--- config.mk ---
export PLATFORM = sky130hd
export DESIGN_NAME = spt_front_flat
export DESIGN_NICKNAME = d
export VERILOG_FILES = /design/src/hw/rtl/spt_pkg.sv /design/src/hw/rtl/spt_req_if.sv /design/src/hw/rtl/spt_front.sv /design/src/flat_wrapper.sv
export SDC_FILE = /design/constraint.sdc
export NUM_CORES = 1
export LEC_CHECK = 0
export BUFFER_PORTS_ARGS = -buffer_cell sky130_fd_sc_hd__buf_2
export CAP_MARGIN = 20
export CORE_AREA = 2 2 198 200
export DETAILED_ROUTE_END_ITERATION = 8
export DIE_AREA = 0 0 200 202
export HOLD_SLACK_MARGIN = 0.05
export PLACE_DENSITY = 0.75
export SLEW_MARGIN = 25
export SYNTH_ARGS = -nofsm -noshare
export SYNTH_HDL_FRONTEND = slang
export SYNTH_SLANG_ARGS = --single-unit
--- constraint.sdc ---
create_clock -name clock -period 17.5 [get_ports clock]
set_input_delay 1.75 -clock clock [delete_from_list [all_inputs] [get_ports clock]]
set_output_delay 1.75 -clock clock [all_outputs]
set_load 0.005 [all_outputs]
--- src/hw/rtl/spt_pkg.sv ---
// Package for the signal plausibility table: codes, item types and the
// per-channel record kept in the channel RAM. No dependencies.
`default_nettype none

package spt_pkg;

   localparam int NUM_CHANNELS_DEF = 32;
   localparam int VALUE_W          = 32;
   localparam int TIME_W           = 48;
   localparam int RATE_W           = 31;
   localparam int WINDOW_W         = 16;
   localparam int HITS_W           = 16;
   localparam int TOTAL_W          = 6;
   localparam int MS_PER_S         = 1000;
   // dt is multiplied in two halves of this many bits
   localparam int DT_HALF          = 24;

   // request codes
   localparam logic [1:0] REQ_DEFINE = 2'd0;
   localparam logic [1:0] REQ_UPDATE = 2'd1;
   localparam logic [1:0] REQ_SCAN   = 2'd2;

   // validity codes
   localparam logic [2:0] V_NA      = 3'd0;
   localparam logic [2:0] V_VALID   = 3'd1;
   localparam logic [2:0] V_RANGE   = 3'd2;
   localparam logic [2:0] V_INVALID = 3'd3;
   localparam logic [2:0] V_STALE   = 3'd4;

   // classified command kinds
   localparam logic [2:0] CMD_DEFINE  = 3'd0;
   localparam logic [2:0] CMD_UPDATE  = 3'd1;
   localparam logic [2:0] CMD_SCAN    = 3'd2;
   localparam logic [2:0] CMD_DROP_CH = 3'd3; // channel outside the table
   localparam logic [2:0] CMD_DROP    = 3'd4; // unused request code

   typedef struct packed {
      logic [2:0]                kind;
      logic [4:0]                channel;
      logic signed [VALUE_W-1:0] sample;
      logic [TIME_W-1:0]         now_ms;
      logic [TIME_W-1:0]         source_ms;
      logic signed [VALUE_W-1:0] lower_limit;
      logic signed [VALUE_W-1:0] upper_limit;
      logic [2:0]                flags;    // critical, has_upper, has_lower
      logic [RATE_W-1:0]         rate_limit;
      logic [WINDOW_W-1:0]       fresh_window;
   } cmd_type;

   typedef struct packed {
      logic signed [VALUE_W-1:0] lo;
      logic signed [VALUE_W-1:0] hi;
      logic [2:0]                flags;
      logic [RATE_W-1:0]         rate;
      logic [WINDOW_W-1:0]       window;
      logic signed [VALUE_W-1:0] value;
      logic [2:0]                validity;
      logic [TIME_W-1:0]         stamp;
      logic [TIME_W-1:0]         source;
      logic [HITS_W-1:0]         count;
   } entry_type;

   typedef struct packed {
      logic [4:0]                out_channel;
      logic signed [VALUE_W-1:0] stored_value;
      logic [2:0]                validity;
      logic [2:0]                prior_validity;
      logic                      accepted;
      logic                      degraded;
      logic [TOTAL_W-1:0]        bad_count;
      logic [HITS_W-1:0]         hits;
      logic                      last;
   } rsp_type;

   function automatic rsp_type make_rsp(input logic [4:0] ch,
                                        input logic signed [VALUE_W-1:0] val,
                                        input logic [2:0] vd,
                                        input logic [2:0] pv,
                                        input logic acc,
                                        input logic [TOTAL_W-1:0] total,
                                        input logic [HITS_W-1:0] hits,
                                        input logic last);
      rsp_type r;
      r.out_channel    = ch;
      r.stored_value   = val;
      r.validity       = vd;
      r.prior_validity = pv;
      r.accepted       = acc;
      r.degraded       = (total != '0);
      r.bad_count      = total;
      r.hits           = hits;
      r.last           = last;
      return r;
   endfunction

endpackage

`default_nettype wire

--- src/hw/rtl/spt_req_if.sv ---
// Request channel interface: valid/ready handshake and request payload.
// Depends on spt_pkg.
`default_nettype none

interface spt_req_if import spt_pkg::*; ();
   logic                      valid;
   logic                      ready;
   logic [1:0]                req_type;
   logic [4:0]                channel;
   logic signed [VALUE_W-1:0] sample;
   logic [TIME_W-1:0]         now_ms;
   logic [TIME_W-1:0]         source_ms;
   logic signed [VALUE_W-1:0] lower_limit;
   logic signed [VALUE_W-1:0] upper_limit;
   logic                      has_lower;
   logic                      has_upper;
   logic                      critical;
   logic [RATE_W-1:0]         rate_limit;
   logic [WINDOW_W-1:0]       fresh_window;

   modport source (output valid, req_type, channel, sample, now_ms, source_ms,
                   lower_limit, upper_limit, has_lower, has_upper, critical,
                   rate_limit, fresh_window, input ready);
   modport sink (input valid, req_type, channel, sample, now_ms, source_ms,
                 lower_limit, upper_limit, has_lower, has_upper, critical,
                 rate_limit, fresh_window, output ready);
endinterface

`default_nettype wire

--- src/hw/rtl/spt_front.sv ---
// Front end: accepts request items, classifies them and queues them in a
// two-entry queue for the back end. Depends on spt_pkg, spt_req_if.
`default_nettype none

module spt_front import spt_pkg::*; #(
   parameter int NUM_CHANNELS = NUM_CHANNELS_DEF
) (
   input  wire logic clock,
   input  wire logic reset,
   spt_req_if.sink   req_chan,
   output logic      q_valid,
   output cmd_type   q_cmd,
   input  wire logic q_pop
);

   cmd_type    slot_ff [2];
   logic       wptr_ff, wptr_in;
   logic       rptr_ff, rptr_in;
   logic [1:0] cnt_ff, cnt_in;
   cmd_type    cls;
   logic       in_table;
   logic       push;

   // classify the incoming item
   always_comb begin
      in_table          = (int'(req_chan.channel) < NUM_CHANNELS);
      cls.channel       = req_chan.channel;
      cls.sample        = req_chan.sample;
      cls.now_ms        = req_chan.now_ms;
      cls.source_ms     = req_chan.source_ms;
      cls.lower_limit   = req_chan.lower_limit;
      cls.upper_limit   = req_chan.upper_limit;
      cls.flags         = {req_chan.critical, req_chan.has_upper, req_chan.has_lower};
      cls.rate_limit    = req_chan.rate_limit;
      cls.fresh_window  = req_chan.fresh_window;
      unique case (req_chan.req_type)
         REQ_DEFINE: cls.kind = in_table ? CMD_DEFINE : CMD_DROP_CH;
         REQ_UPDATE: cls.kind = in_table ? CMD_UPDATE : CMD_DROP_CH;
         REQ_SCAN:   cls.kind = CMD_SCAN;
         default:    cls.kind = CMD_DROP;
      endcase
   end

   // queue control
   assign req_chan.ready = (cnt_ff != 2'd2);
   assign push           = req_chan.valid && req_chan.ready;
   assign q_valid        = (cnt_ff != 2'd0);
   assign q_cmd          = slot_ff[rptr_ff];

   always_comb begin
      wptr_in = push ? ~wptr_ff : wptr_ff;
      rptr_in = q_pop ? ~rptr_ff : rptr_ff;
      cnt_in  = cnt_ff + 2'(push) - 2'(q_pop);
   end

   always_ff @(posedge clock) begin
      if (reset) begin
         wptr_ff <= 1'b0;
         rptr_ff <= 1'b0;
         cnt_ff  <= 2'd0;
      end else begin
         wptr_ff <= wptr_in;
         rptr_ff <= rptr_in;
         cnt_ff  <= cnt_in;
      end
   end

   always_ff @(posedge clock) begin
      if (push) begin
         slot_ff[wptr_ff] <= cls;
      end
   end

endmodule

`default_nettype wire

--- src/flat_wrapper.sv ---
// flat-port wrapper written by rule: the top's interface ports become plain ports
module spt_front_flat import spt_pkg::*;
#(
   parameter int NUM_CHANNELS = NUM_CHANNELS_DEF
)
  (clock, reset, q_valid, q_cmd, q_pop, req_chan_valid, req_chan_req_type, req_chan_channel, req_chan_sample, req_chan_now_ms, req_chan_source_ms, req_chan_lower_limit, req_chan_upper_limit, req_chan_has_lower, req_chan_has_upper, req_chan_critical, req_chan_rate_limit, req_chan_fresh_window, req_chan_ready);
  spt_req_if req_chan_i ();
  input  wire logic clock;
  input  wire logic reset;
  output logic q_valid;
  output cmd_type q_cmd;
  input  wire logic q_pop;
  input wire logic [$bits(req_chan_i.valid)-1:0] req_chan_valid;
  input wire logic [$bits(req_chan_i.req_type)-1:0] req_chan_req_type;
  input wire logic [$bits(req_chan_i.channel)-1:0] req_chan_channel;
  input wire logic [$bits(req_chan_i.sample)-1:0] req_chan_sample;
  input wire logic [$bits(req_chan_i.now_ms)-1:0] req_chan_now_ms;
  input wire logic [$bits(req_chan_i.source_ms)-1:0] req_chan_source_ms;
  input wire logic [$bits(req_chan_i.lower_limit)-1:0] req_chan_lower_limit;
  input wire logic [$bits(req_chan_i.upper_limit)-1:0] req_chan_upper_limit;
  input wire logic [$bits(req_chan_i.has_lower)-1:0] req_chan_has_lower;
  input wire logic [$bits(req_chan_i.has_upper)-1:0] req_chan_has_upper;
  input wire logic [$bits(req_chan_i.critical)-1:0] req_chan_critical;
  input wire logic [$bits(req_chan_i.rate_limit)-1:0] req_chan_rate_limit;
  input wire logic [$bits(req_chan_i.fresh_window)-1:0] req_chan_fresh_window;
  output wire logic [$bits(req_chan_i.ready)-1:0] req_chan_ready;
  assign req_chan_i.valid = req_chan_valid;
  assign req_chan_i.req_type = req_chan_req_type;
  assign req_chan_i.channel = req_chan_channel;
  assign req_chan_i.sample = req_chan_sample;
  assign req_chan_i.now_ms = req_chan_now_ms;
  assign req_chan_i.source_ms = req_chan_source_ms;
  assign req_chan_i.lower_limit = req_chan_lower_limit;
  assign req_chan_i.upper_limit = req_chan_upper_limit;
  assign req_chan_i.has_lower = req_chan_has_lower;
  assign req_chan_i.has_upper = req_chan_has_upper;
  assign req_chan_i.critical = req_chan_critical;
  assign req_chan_i.rate_limit = req_chan_rate_limit;
  assign req_chan_i.fresh_window = req_chan_fresh_window;
  assign req_chan_ready = req_chan_i.ready;
  spt_front #(.NUM_CHANNELS(NUM_CHANNELS)) u_core (.clock(clock), .reset(reset), .req_chan(req_chan_i), .q_valid(q_valid), .q_cmd(q_cmd), .q_pop(q_pop));
endmodule
* Word-level counts from Yosys, hierarchy flattened
Memories as Yosys holds them, arrays and structs flattened. A register that Yosys moved wholly into a read port is not among the register bits.
Cells that the tools add are included.
Widths: inputs -> output; s select.
** Cells by class
- Add/sub/neg operators :: 2
- Multiplexer cells :: 5
- Reductions and logical operators :: 3
- Bitwise logic cells :: 2
- Equality and inequality tests :: 3
** Operators with widths (count)
- $pmux 3 s3 :: 1
- $mux 1 :: 4
- $add 2x1->2 :: 1
- $eq 2x1->1 const B :: 1
- $eq 2x2->1 const B :: 1
- $logic_not 2->1 :: 1
- $ne 2x2->1 const B :: 1
- $not 1->1 :: 2
- $reduce_bool 2->1 :: 1
- $sub 2x1->2 :: 1
- $logic_and 1x1->1 :: 1
** Storage, ports and cells
- Input port bits :: 253
- Word-level logic and storage cells :: 19
- Output and inout bits :: 252
- RAM bits :: 500
- Memories kept :: 1
- Register bits after elaboration :: 4
** Memory list
- u_core.slot_ff :: words 2, width 250, rd ports 1, clocked after memory_dff 1, wr ports 1, line spt_front.sv:16 : cmd_type slot_ff [2];

* Depth between registers and ports, before layout
- Depth in word-level cells :: 4
- Mapped depth :: 5
- Depth with buffers taken out :: 5

* Worst setup path before layout
OpenSTA, ideal clock, no wires.
- Path kind :: input -> register
- Start :: input port req_chan_valid
- End :: memory u_core.slot_ff[1][0] in the netlist's numbering, enable pin
- Stages :: 1
- Path buffers :: 0
- Setup slack :: 9.360 ns
- Arrival :: 7.496 ns
- Library setup time :: 0.644 ns
- Data required time :: 16.856 ns
- Cells stage by stage :: and3_1
** Between the ends
- Cells in the longest elaborated chain, start to end :: 3
** RTL lines
- start, declared :: line flat_wrapper.sv:13 : input wire logic [$bits(req_chan_i.valid)-1:0] req_chan_valid;
- $logic_and 1x1->1 :: line spt_front.sv:46 : assign push = req_chan.valid && req_chan.ready;
- $mux 1 :: line spt_front.sv:69 : if (push) begin
- $mux 1 (not written as such) :: line spt_front.sv:70 : slot_ff[wptr_ff] <= cls;
- end, declared :: line spt_front.sv:16
No other way between the ends.

==> impl_metrics.yaml <==
sta:
  maxSlewHeadroom_pct: 29.8
  worstMarginPinSlew_ns: 1.05
  slew_viol_final: 0
  setup_tns_ns: 0
  fin_skew_ns: 0.0175
  period_share_pct: 30.2
  finalCriticalPeriod_ns: 5.29
  finalSetupViolations: 0
  rsz0062_at_grt: "no"
  setup_slack_ns: 12.21
  fmax_mhz: 189
  hold_violations: 0
setup_path:
  slowest_delay_ns: 0.93
  slowest_stage: "buf_4"
  crit_fanout: 62
  cp.arrival_ns: 3.54
  path_buf_inv: 3
  crit_path_start_kind: "flip-flop"
  critical_path_class: "reg2out"
  path_cells: "buf_6 > buf_4 > mux2_4 > buf_2"
  required_ns: 15.75
  worst_setup_path_end_kind: "output port"
  cp_top_family: "buffers and inverters"
cells_and_area:
  syn2layout_area_growth_pct: 23.8
  num-fill-cells: 2724
  final_common_cell: "buf_2"
  drive_gt1_share_pct: 60.6
  fin_util_pct: 61.9
  final_cell_mix: "504 x buf_2, 500 x edfxtp_1, 200 x mux2_4, 51 x mux2_2, 51 x clkbuf_16"
  final_cells: 1911
  nets: 1597
  multiInputGateArea_um2: 3720
  final-seq-area_um2: 15100
  final_cell_area_um2: 23700
drt:
  wl_per_cell_um: 20.7
  drtIter0Drc: 444
  vias: 9468
  wl_um: 39700
  detail_route.first_pass.iterations: 4
  ant_nets: 0
  avgViaCountPerCell: 4.95
  remaining_drc_errors: 0
grt:
  grt_overflow: 0
  antenna_found_initial: 19
  grt_pass1_vias: 9877
  track_usage_pct: 18.9
  grt_pass1_wl_um: 56500
  grt_max_degree: 121
placement:
  dp_cells: 1810
  hpwlAfterDp_um: 27600
  place_congestion: 0.771
  port_buffers: 504
  place_area_um2: 22100
  dpl_worst_slack_ns: 12.50
min_path:
  hold_path_class: "reg2reg"
clock_network:
  cts_setup_buffers: 0
  clock_latency_ns: 0.57
  numCtsBuffers: 49
  clock_sinks: 505
  cts_hold_buf: 0
  clock_path_buffers: 3
  htreeDepth: 2
  cts_resized: 0
  path_clk_slew_ns: 0.05
  cts_tree: "yes"
  root_buffer: "clkbuf_16"
synth:
  synth_top_family_by_area: "multiplexers"
  syn_area_um2: 19100
  yosysSeqAreaShare_pct: 79.0
  synth_adder_area_share_pct: 0.0654
  synth_nets: 1061
  synth_compound_area_share_pct: 0.144
  synth-simple-area-share_pct: 0.438
  synth_xor_area_share_pct: 0.0458
  synth_seq_cells: 505
  yosysWarnings: 0
  synthCells: 807
  yosys-mux-area-fraction_pct: 18.7
  yosysUniqueCellTypes: 24
  syn_area_per_cell_um2: 23.7
die:
  die-area_um2: 40400
  core_area_um2: 38300
  row_count: 72
  start_util_pct: 50.0
  top_level_ports: 505
  die_x_um: 200
  die_h_um: 202
pwr:
  p_per_area_nw_per_um2: 120
  cellLeakagePower_nw: 9.25
  vdd_ir_drop_max_mv: 0.142
job:
  drv_cap: 0
run_status:
  status: "finished clean"
-- path summary, 6_finish.rpt --
check / startpoint / to / slack (ns) / cells past startpoint
min: u_core.rptr_ff$_SDFFE_PP0P_ / flip-flop / 0.53 / 2
max reg2reg: u_core.cnt_ff[1]$_SDFF_PP0_ / u_core.slot_ff[1][65]$_DFFE_PP_ / 14.17 / 4
max: flip-flop / q_cmd[136] / 12.21 / 4
min reg2reg: u_core.rptr_ff$_SDFFE_PP0P_ / flip-flop / 0.53 / 2
-- report_power, final --
group          internal (mW)  leakage (nW)  switching, mW
logic                  0.182          3.79          0.167
registers               1.44          4.70         0.0273
clock network          0.591         0.762          0.427
-- worst min-delay path, cell delays in order, from the launching register on --
cell,delay [ns]
dfxtp_1,0.33
xnor2_1,0.09
nor2_1,0.08
-- area by class of cell --
class	instances	share of cell area (%)
Multi-Input combinational cell	272	15.7
Antenna cell	11	0.116
Tap cell	518	2.74
Inverter	2	0.0634
Timing Repair Buffer	513	11.0
Clock inverter	30	1.07
Clock buffer	60	5.53
Sequential cell	505	63.8
-- cells by family after synthesis --
| family | Yosys count |
|---|---|
| multiplexers | 252 |
| flip-flops | 505 |
| buffers and inverters | 30 |
| AND/OR/NAND/NOR | 14 |
| AO/OA/AOI/OAI | 4 |
| XOR/XNOR | 1 |
| adder cells (fa/ha/maj) | 1 |
-- state kept, by name (all words and copies together) (netlist names), named ones only --
signal          flops
u_core.rptr_ff      1
u_core.slot_ff    500
u_core.wptr_ff      1
u_core.cnt_ff       2
-- stage by stage --
| stage | total power, mW | hold WS, ns |
|---|---|---|
| after floorplan | 1.71 | 0.480 |
| after global placement | 1.84 | 0.497 |
| after detailed placement | 1.85 | 0.517 |
| after CTS | 2.86 | 0.535 |
| after global routing | 2.94 | 0.570 |
| final | 2.84 | 0.530 |
-- routing by layer --
layer  GRT usage (%)  share of wire (%)
met1            20.6                 36
met2            32.4                 50
met3            7.39                 10
met4            8.65                3.4
met5               0               0.27
-- synth_stat cells --
cell type  count  area, um^2
or2b_4         1        11.3
xnor2_1        1        8.76
nand3b_1       1        7.51
mux2_2        51         574
a21o_1         1        7.51
buf_2          5        25.0
mux2i_1        1        10.0
nor2b_1        3        18.8
nor2_1         3        11.3
a21oi_1        2        10.0
buf_6         21         236
nand3_1        1        5.00
buf_8          2        30.0
edfxtp_1     500       15000
mux2_4       200        3000
dfxtp_1        5         100
ha_1           1        12.5
and2b_1        1        7.51
and3_1         1        6.26
a21bo_2        1        10.0
or2_2          1        6.26
and2_1         1        6.26
inv_1          2        7.51
nand2_1        1        3.75
Note: power is estimated with default switching activity, not from simulation.
